**src/sv/assert_macros.svh**
```systemverilog
// Assertion macros used by the counting sort datapath.
`ifndef ASSERT_MACROS_SVH
`define ASSERT_MACROS_SVH

// Plain property, checked on every rising clock edge outside reset.
`define ASSERT_CLK(label, clk, rst_n, prop, msg) \
    label: assert property (@(posedge clk) disable iff (!rst_n) (prop)) else $error(msg);

// Same-cycle implication, checked on every rising clock edge outside reset.
`define ASSERT_IMPLY(label, clk, rst_n, ante, cons, msg) \
    label: assert property (@(posedge clk) disable iff (!rst_n) (ante) |-> (cons)) \
        else $error(msg);

`endif

```
**src/sv/csort_pkg.sv**
```systemverilog
// Shared types, constants and helpers for the counting sort block.
`default_nettype none

package csort_pkg;

    localparam int KEY_BITS  = 10;
    localparam int KEY_RANGE = 1 << KEY_BITS;

    typedef logic [KEY_BITS-1:0] t_slot;

    typedef struct packed {
        logic signed [KEY_BITS-1:0] key;
        logic                       last;
    } t_in_item;

    typedef struct packed {
        logic signed [KEY_BITS-1:0] sorted_key;
        logic                       last_res;
    } t_out_item;

    // Controller to datapath
    typedef struct packed {
        logic load;       // take input requests
        logic start;      // set up pointers for the sort passes
        logic pf_run;     // prefix-sum pass
        logic pl_run;     // placement pass
        logic clr_run;    // histogram clearing sweep
        logic out_run;    // emit sorted keys
        logic set_clear;  // drop count and min/max for the next set
    } t_cmd;

    // Datapath to controller
    typedef struct packed {
        logic clr_last;
        logic pf_done;
        logic pl_done;
        logic out_done;
    } t_sts;

    // Histogram slot: key offset by half the range, i.e. MSB inverted.
    function automatic t_slot slot_of(input logic [KEY_BITS-1:0] k);
        return {~k[KEY_BITS-1], k[KEY_BITS-2:0]};
    endfunction

endpackage

`default_nettype wire

```
**src/sv/csort_ctrl.sv**
```systemverilog
// Phase sequencer for the counting sort: load, prefix, place, clear, output.
`default_nettype none

module csort_ctrl (
    input  wire logic              i_clk,
    input  wire logic              i_rst_n,
    input  wire logic              i_in_valid,
    input  wire logic              i_in_last,
    input  wire csort_pkg::t_sts   i_sts,
    output csort_pkg::t_cmd        o_cmd
);

    typedef enum logic [6:0] {
        ST_INIT   = 7'b0000001,
        ST_LOAD   = 7'b0000010,
        ST_START  = 7'b0000100,
        ST_PREFIX = 7'b0001000,
        ST_PLACE  = 7'b0010000,
        ST_CLEAR  = 7'b0100000,
        ST_OUT    = 7'b1000000
    } t_state;

    t_state r_state;
    t_state n_state;

    always_comb begin
        n_state = r_state;
        o_cmd   = '0;
        unique case (r_state)
            ST_INIT: begin
                o_cmd.clr_run = 1'b1;
                if (i_sts.clr_last) n_state = ST_LOAD;
            end
            ST_LOAD: begin
                o_cmd.load = 1'b1;
                if (i_in_valid && i_in_last) n_state = ST_START;
            end
            ST_START: begin
                o_cmd.start = 1'b1;
                n_state     = ST_PREFIX;
            end
            ST_PREFIX: begin
                o_cmd.pf_run = 1'b1;
                if (i_sts.pf_done) n_state = ST_PLACE;
            end
            ST_PLACE: begin
                o_cmd.pl_run = 1'b1;
                if (i_sts.pl_done) n_state = ST_CLEAR;
            end
            ST_CLEAR: begin
                o_cmd.clr_run = 1'b1;
                if (i_sts.clr_last) n_state = ST_OUT;
            end
            ST_OUT: begin
                o_cmd.out_run = 1'b1;
                if (i_sts.out_done) begin
                    o_cmd.set_clear = 1'b1;
                    n_state         = ST_LOAD;
                end
            end
            default: begin
                n_state = ST_INIT;
            end
        endcase
    end

    always_ff @(posedge i_clk) begin
        if (!i_rst_n) begin
            r_state <= ST_INIT;
        end else begin
            r_state <= n_state;
        end
    end

endmodule

`default_nettype wire

```
**config.mk**
```make
export PLATFORM = sky130hd
export DESIGN_NAME = csort_ctrl
export DESIGN_NICKNAME = d
export VERILOG_FILES = /design/src/sv/assert_macros.svh /design/src/sv/csort_pkg.sv /design/src/sv/csort_ctrl.sv
export SDC_FILE = /design/constraint.sdc
export NUM_CORES = 1
export LEC_CHECK = 0
export BUFFER_PORTS_ARGS = -buffer_cell sky130_fd_sc_hd__buf_2
export CORE_UTILIZATION = 35
export DETAILED_ROUTE_END_ITERATION = 7
export MAX_ROUTING_LAYER = met4
export SYNTH_ARGS = -nofsm -noshare
export SYNTH_HDL_FRONTEND = slang
export SYNTH_SLANG_ARGS = --single-unit
export TNS_END_PERCENT = 5
```
**constraint.sdc**
```tcl
create_clock -name i_clk -period 1.8 [get_ports i_clk]
set_input_delay 0.27 -clock i_clk [delete_from_list [all_inputs] [get_ports i_clk]]
set_output_delay 0.27 -clock i_clk [all_outputs]
set_load 0.02 [all_outputs]
```
==> results.cfg, run 1 <==
[clock_tree]
cts-hold-fix-buffers = 0
clock_sinks = 7
cts-buffers-inserted = 3
clk_transition_reported_paths_ps = 60
cts-root-to-sink-buffers = 2
h-tree-depth = 1
cts_tree = yes
ctsRootBufferMaster = sky130_fd_sc_hd__clkbuf_4
clk_latency_ps = 250

[floorplanning]
io_pins = 15
dieArea_mm2 = 0.001736
die_x_um = 41.66
die_y_um = 41.66
core-area_mm2 = 0.001383
fp-row-count = 13
initial_utilization = 0.3982

[power_and_ir_drop]
maximum_resistive_drop_on_vdd_uv = 605.4
power.density_mw_per_mm2 = 810.7
leakage_uw = 0.0002711

[sta]
timing.clock.skew_ps = 10.84
timing.max_slew.rel_slack = 0.7249
rsz0062_at_grt = false
timing.final.crit_period_ps = 1734
slew_viol_final = 0
setup_viol = 0
postLayoutSetupSlackWorst_ps = 65.67
fin_setup_tns_ps = 0
tightestPinTransition_ps = 412.1
post-route-period-util = 0.9635
timing.fmax_mhz = 576.6
final_hold_viol_count = 0

[drt]
routed_wl_um = 1250
vias = 520
via_per_inst = 5.417
route.detailed.wl_per_inst_um = 13.02
antenna_violating_nets_post_route = 0
route.detailed.drc = 0
detail_route.iter0.violations = 11
detail_route.first_pass.iterations = 4

[logic_synthesis]
yosys_register_bits = 7
yosys.area.top_type = sky130_fd_sc_hd__dfxtp_1
netlist_instances = 68
synth_xor_area_frac = 0.01591
synth_compound_gate_area_share = 0.1705
synthAdderAreaFrac = 0
synth.yosys.seq_area_share = 0.2545
multiplexer_share_of_the_synthesized_area = 0
synth_area_per_inst_um2 = 8.096
combinational_family_with_the_most_area_after_synthesis = simple AND/OR/NAND/NOR gates
main_flop_type_after_synthesis = sky130_fd_sc_hd__dfxtp_1
post_synth_arst_share = 0
synthSimpleGateAreaFrac = 0.4591
mapped_nets = 76
area_share_of_the_largest_cell_type_after_synthesis = 0.2545
synth_top_cells_by_area = sky130_fd_sc_hd__dfxtp_1, sky130_fd_sc_hd__nor2_1, sky130_fd_sc_hd__buf_6, sky130_fd_sc_hd__nand3b_1, sky130_fd_sc_hd__nor4_4
yosys_warnings = 0
yosysUniqueCellTypes = 36
post_synthesis_cell_area_um2 = 550.5
edff_count_synth = 0

[grt]
overflow = 0
grt_first_pass_wirelength_um = 2242
grt_max_degree = 12
antenna_violations_before_repair = 0
first_global_vias = 523
global_route.usage.total = 0.1676

[cells_and_area]
largest_register_ffs = 7
antenna_cells = 0
syn2layout_area_growth_pct = 15.23
final_net_count = 90
regMostFlops = r_state
fillCellCount = 138
area_of_the_multi_input_gates_um2 = 360.3
drive_gt1_frac = 0.3580
reg_top3 = r_state: 7 flops
sequential_cell_area_um2 = 143.9
layout.cells.non_filler = 96

[status]
status = finished, final reports clean

[job]
max-cap-violations = 0

[critical_path]
start_kind = flip-flop
startpoint = r_state[3]
critical_path_s_slowest_cell = sky130_fd_sc_hd__dfxtp_1
buffer_and_inverter_count_on_the_worst_path = 1
r2r_start = r_state[6]
critical_path.max_stage_delay_ps = 510
worstSetupEndpointType = output pin
required_ps = 1530
critical_path.top_delay_family = simple AND/OR/NAND/NOR gates
critical_path.cell_chain = nor3b_1 -> and2_2 -> buf_2
r2r_cells = 4
worst-endpoint-arrival_ps = 1460
critPathKind = flip-flop to output pin
reg2reg_setup_slack_ps = 440
critical_path_depth = 3
worstPathMaxFanout = 9
rr_endpoint = r_state[4]

[place]
pre_cts_slack_ps = 312.8
port-buffer-count = 14
place.detailed.instances = 91
detailedPlacementHpwl_um = 918.7
place_congestion = 0.8153

[min_path]
timing.hold.worst_path_depth = 2
hold-path-endpoint = r_state[0]
min_path_type = input port to flip-flop
hold_path_startpoint = i_rst_n
metal layers:
| layer | part of all wire | wire, um | track usage |
|---|---|---|---|
| met5 | 0 | 0 | - |
| met4 | 0 | 0 | 0.01935 |
| met3 | 0.050 | 62 | 0.06522 |
| met2 | 0.43 | 538 | 0.2406 |
| met1 | 0.52 | 648 | 0.2293 |
through the flow:
step | power (uW) | hold slack [ps] | utilization | area (um2)
2_1_floorplan | 320.2 | 348.6 | - | 550.5
3_3_place_gp | 357.1 | 513.0 | 0.4281 | 591.8
3_5_place_dp | 358.4 | 517.0 | 0.4281 | 591.8
4_1_cts | 505.0 | 258.9 | 0.4471 | 618.1
5_1_grt | 552.8 | 268.5 | 0.4588 | 634.4
6_report | 514.3 | 261.6 | 0.4588 | 634.4
cell usage after synthesis (2+ instances only):
| master | instances |
|---|---|
| sky130_fd_sc_hd__nor2_1 | 8 |
| sky130_fd_sc_hd__dfxtp_1 | 7 |
| sky130_fd_sc_hd__nand2_1 | 5 |
| sky130_fd_sc_hd__and2_1 | 3 |
| sky130_fd_sc_hd__nand3b_1 | 3 |
| sky130_fd_sc_hd__nor3_1 | 3 |
| sky130_fd_sc_hd__a21oi_1 | 2 |
| sky130_fd_sc_hd__and3_2 | 2 |
| sky130_fd_sc_hd__buf_2 | 2 |
| sky130_fd_sc_hd__buf_4 | 2 |
| sky130_fd_sc_hd__buf_6 | 2 |
| sky130_fd_sc_hd__inv_1 | 2 |
| sky130_fd_sc_hd__nand2b_1 | 2 |
| sky130_fd_sc_hd__o211ai_1 | 2 |
| sky130_fd_sc_hd__o21ai_0 | 2 |
worst max path at each step:
| stage | slack [ps] | end |
|---|---|---|
| after floorplan | 300 | o_cmd[0] |
| after global placement | 320 | o_cmd[3] |
| after detailed placement | 310 | o_cmd[3] |
| after CTS | 30 | o_cmd[3] |
| after global routing | 8 | o_cmd[3] |
| final | 70 | o_cmd[4] |
placed cells by master (no fill, tap or decap), types with 2 or more instances in the layout:
cell / Yosys / layout
sky130_fd_sc_hd__nor2_1: 8 / 8
sky130_fd_sc_hd__clkbuf_4: 0 / 3
sky130_fd_sc_hd__nand3b_1: 3 / 3
sky130_fd_sc_hd__nand2b_1: 2 / 2
sky130_fd_sc_hd__and3_2: 2 / 2
sky130_fd_sc_hd__nor3_1: 3 / 2
sky130_fd_sc_hd__buf_2: 2 / 14
sky130_fd_sc_hd__nand2_1: 5 / 5
sky130_fd_sc_hd__inv_1: 2 / 2
sky130_fd_sc_hd__dfxtp_1: 7 / 4
sky130_fd_sc_hd__a21oi_1: 2 / 2
sky130_fd_sc_hd__dfxtp_2: 0 / 3
sky130_fd_sc_hd__o21ai_0: 2 / 2
sky130_fd_sc_hd__o211ai_1: 2 / 2
sky130_fd_sc_hd__and2_1: 3 / 3
cell families (layout without fill, tap and decap cells):
kind of cell    count (synthesis)  count (layout)
flops                           7               7
compound gates                 13              13
xor+xnor                        1               1
buf+inv                         8              21
simple gates                   39              39
power breakdown:
part           internal (uW)  switching [uW]  leakage (uW)  total [uW]
Clock                   84.7            59.4     0.0000150         144
Sequential               171            36.7     0.0000574         208
Combinational           79.3            82.8      0.000199         162
area by class of cell:
class / instances / area share
inverters: 2 / 0.01183
repair buffers: 15 / 0.1223
well taps: 15 / 0.02959
flip-flops and latches: 7 / 0.2268
clock buffers: 4 / 0.04142
multi-input cells: 53 / 0.5680
timing repair:
| action | 4_1_cts | 5_1_grt |
|---|---|---|
| buffers inserted | 0 | 1 |
| resized for setup | 0 | 4 |
| setup endpoints to repair | 0 | 5 |
| hold endpoints to repair | 0 | 0 |
(Power assumes the default switching activity.)
==> run 2: changes to the inputs <==
--- a/config.mk
+++ b/config.mk
@@ -6,7 +6,9 @@
 export NUM_CORES = 1
 export LEC_CHECK = 0
 export BUFFER_PORTS_ARGS = -buffer_cell sky130_fd_sc_hd__buf_2
+export CORE_MARGIN = 1.5
 export CORE_UTILIZATION = 35
+export CTS_BUF_LIST = sky130_fd_sc_hd__clkbuf_16
 export DETAILED_ROUTE_END_ITERATION = 7
 export MAX_ROUTING_LAYER = met4
 export SYNTH_ARGS = -nofsm -noshare
==> results.cfg, run 2 (synthesized netlist as in run 1, its figures left out) <==
[clock_tree]
clk_latency_ps = 230
clk_transition_reported_paths_ps = 40
cts_tree = yes
cts-hold-fix-buffers = 0
cts-buffers-inserted = 3
clock_sinks = 7
h-tree-depth = 1
cts-root-to-sink-buffers = 2
ctsRootBufferMaster = sky130_fd_sc_hd__clkbuf_16
postCtsSetupBuffers = 0
post_cts.resized_instances = 0

[sta]
timing.final.crit_period_ps = 1704
rsz0062_at_grt = true
timing.fmax_mhz = 586.9
timing.max_slew.rel_slack = 0.7173
final_hold_viol_count = 0
setup_viol = 0
fin_setup_tns_ps = 0
timing.clock.skew_ps = 3.669
postLayoutSetupSlackWorst_ps = 96.22
post-route-period-util = 0.9465
slew_viol_final = 0
tightestPinTransition_ps = 418.2

[floorplanning]
die_x_um = 42.66
initial_utilization = 0.3697
io_pins = 15
core-area_mm2 = 0.001489
die_y_um = 42.66
fp-row-count = 14
dieArea_mm2 = 0.001820

[grt]
global_route.usage.total = 0.1548
grt_first_pass_wirelength_um = 2076
grt_max_degree = 12
first_global_vias = 490
antenna_violations_before_repair = 0
overflow = 0

[critical_path]
reg2reg_setup_slack_ps = 410
startpoint = r_state[1]
start_kind = flip-flop
cp-endpoint = o_cmd[3]
r2r_start = r_state[1]
worst-endpoint-arrival_ps = 1430
worstPathMaxFanout = 8
rr_endpoint = r_state[0]
critPathKind = flip-flop to output pin
worstSetupEndpointType = output pin
required_ps = 1530
r2r_cells = 4

[cells_and_area]
final_cell_mix = sky130_fd_sc_hd__buf_2, sky130_fd_sc_hd__nor2_1, sky130_fd_sc_hd__nand2_1, sky130_fd_sc_hd__dfxtp_1
largest_register_ffs = 7
antenna_cells = 0
reg_top3 = r_state: 7 flops
drive_gt1_frac = 0.3250
sequential_cell_area_um2 = 142.6
regMostFlops = r_state
fillCellCount = 144
mostFrequentLayoutCell = sky130_fd_sc_hd__buf_2
area_of_the_multi_input_gates_um2 = 355.3
final_net_count = 89
syn2layout_area_growth_pct = 22.50

[drt]
detail_route.first_pass.iterations = 4
antenna_violating_nets_post_route = 0
via_per_inst = 5.323
vias = 511
route.detailed.wl_per_inst_um = 12.34
routed_wl_um = 1185
detail_route.iter0.violations = 25
route.detailed.drc = 0

[power_and_ir_drop]
internal_power_uw = 528.7
power.share.clock = 0.512
power.net_switching_uw = 202.6
leakage_uw = 0.0002927
power.density_mw_per_mm2 = 1084
p_sw_frac = 0.2770
combinationalPowerShare = 0.207
share_seq_of_total_power = 0.281
maximum_resistive_drop_on_vdd_uv = 800.0

[place]
pre_cts_slack_ps = 318.4
place_congestion = 0.8163
detailedPlacementHpwl_um = 883.5
port-buffer-count = 14

[min_path]
min_path_type = input port to flip-flop

[job]
max-cap-violations = 0

[status]
status = finished, final reports clean
-- run 2: area by class of cell --
cell class              instances  share of cell area
inverters                       2             0.01113
flip-flops and latches          7              0.2115
repair buffers                 14              0.1039
multi-input cells              53              0.5269
clock buffers                   3              0.1113
well taps                      16             0.02968
clock inverters                 1            0.005566
-- run 2: worst min-delay path by stage --
| stage | from | to | cells past startpoint |
|---|---|---|---|
| floorplan | i_rst_n | r_state[0] | 1 |
| global placement | i_rst_n | r_state[0] | 2 |
| detailed placement | i_rst_n | r_state[0] | 2 |
| CTS | i_rst_n | r_state[0] | 2 |
| global route | i_rst_n | r_state[0] | 2 |
| finish | i_rst_n | r_state[0] | 2 |
-- run 2: power groups by stage --
stage / combinational, uW / clock [uW] / sequential, uW
CTS: 151 / 381 / 203
global route: 168 / 391 / 209
global placement: 152 / 0 / 205
floorplan: 136 / 0 / 184
finish: 151 / 374 / 206
detailed placement: 150 / 0 / 206
-- run 2: critical path, stage by stage, from the launching register on --
cell	delay [ps]
sky130_fd_sc_hd__dfxtp_1	380
sky130_fd_sc_hd__nor4_4	400
sky130_fd_sc_hd__and3_4	260
sky130_fd_sc_hd__buf_2	160
-- run 2: through the flow --
stage          cells  area [um2]  hold WS [ps]  power (uW)  utilization
2_1_floorplan     68       550.5         348.6       320.2            -
3_3_place_gp      92       593.1         519.9       357.1       0.3983
5_1_grt           96       674.4         297.2       768.1       0.4529
4_1_cts           96       671.9         282.7       734.4       0.4513
6_report          96       674.4         281.9       731.3       0.4529
3_5_place_dp      92       593.1         520.1       356.0       0.3983
-- run 2: metal layers --
metal,routed length [um],share of wire,global-route usage,up-vias
met2,517,0.44,0.2152,11
met5,0,0,-,-
met3,66,0.056,0.07660,0
met1,602,0.51,0.2000,229
met4,0,0,0.03750,0
li1,-,-,-,271
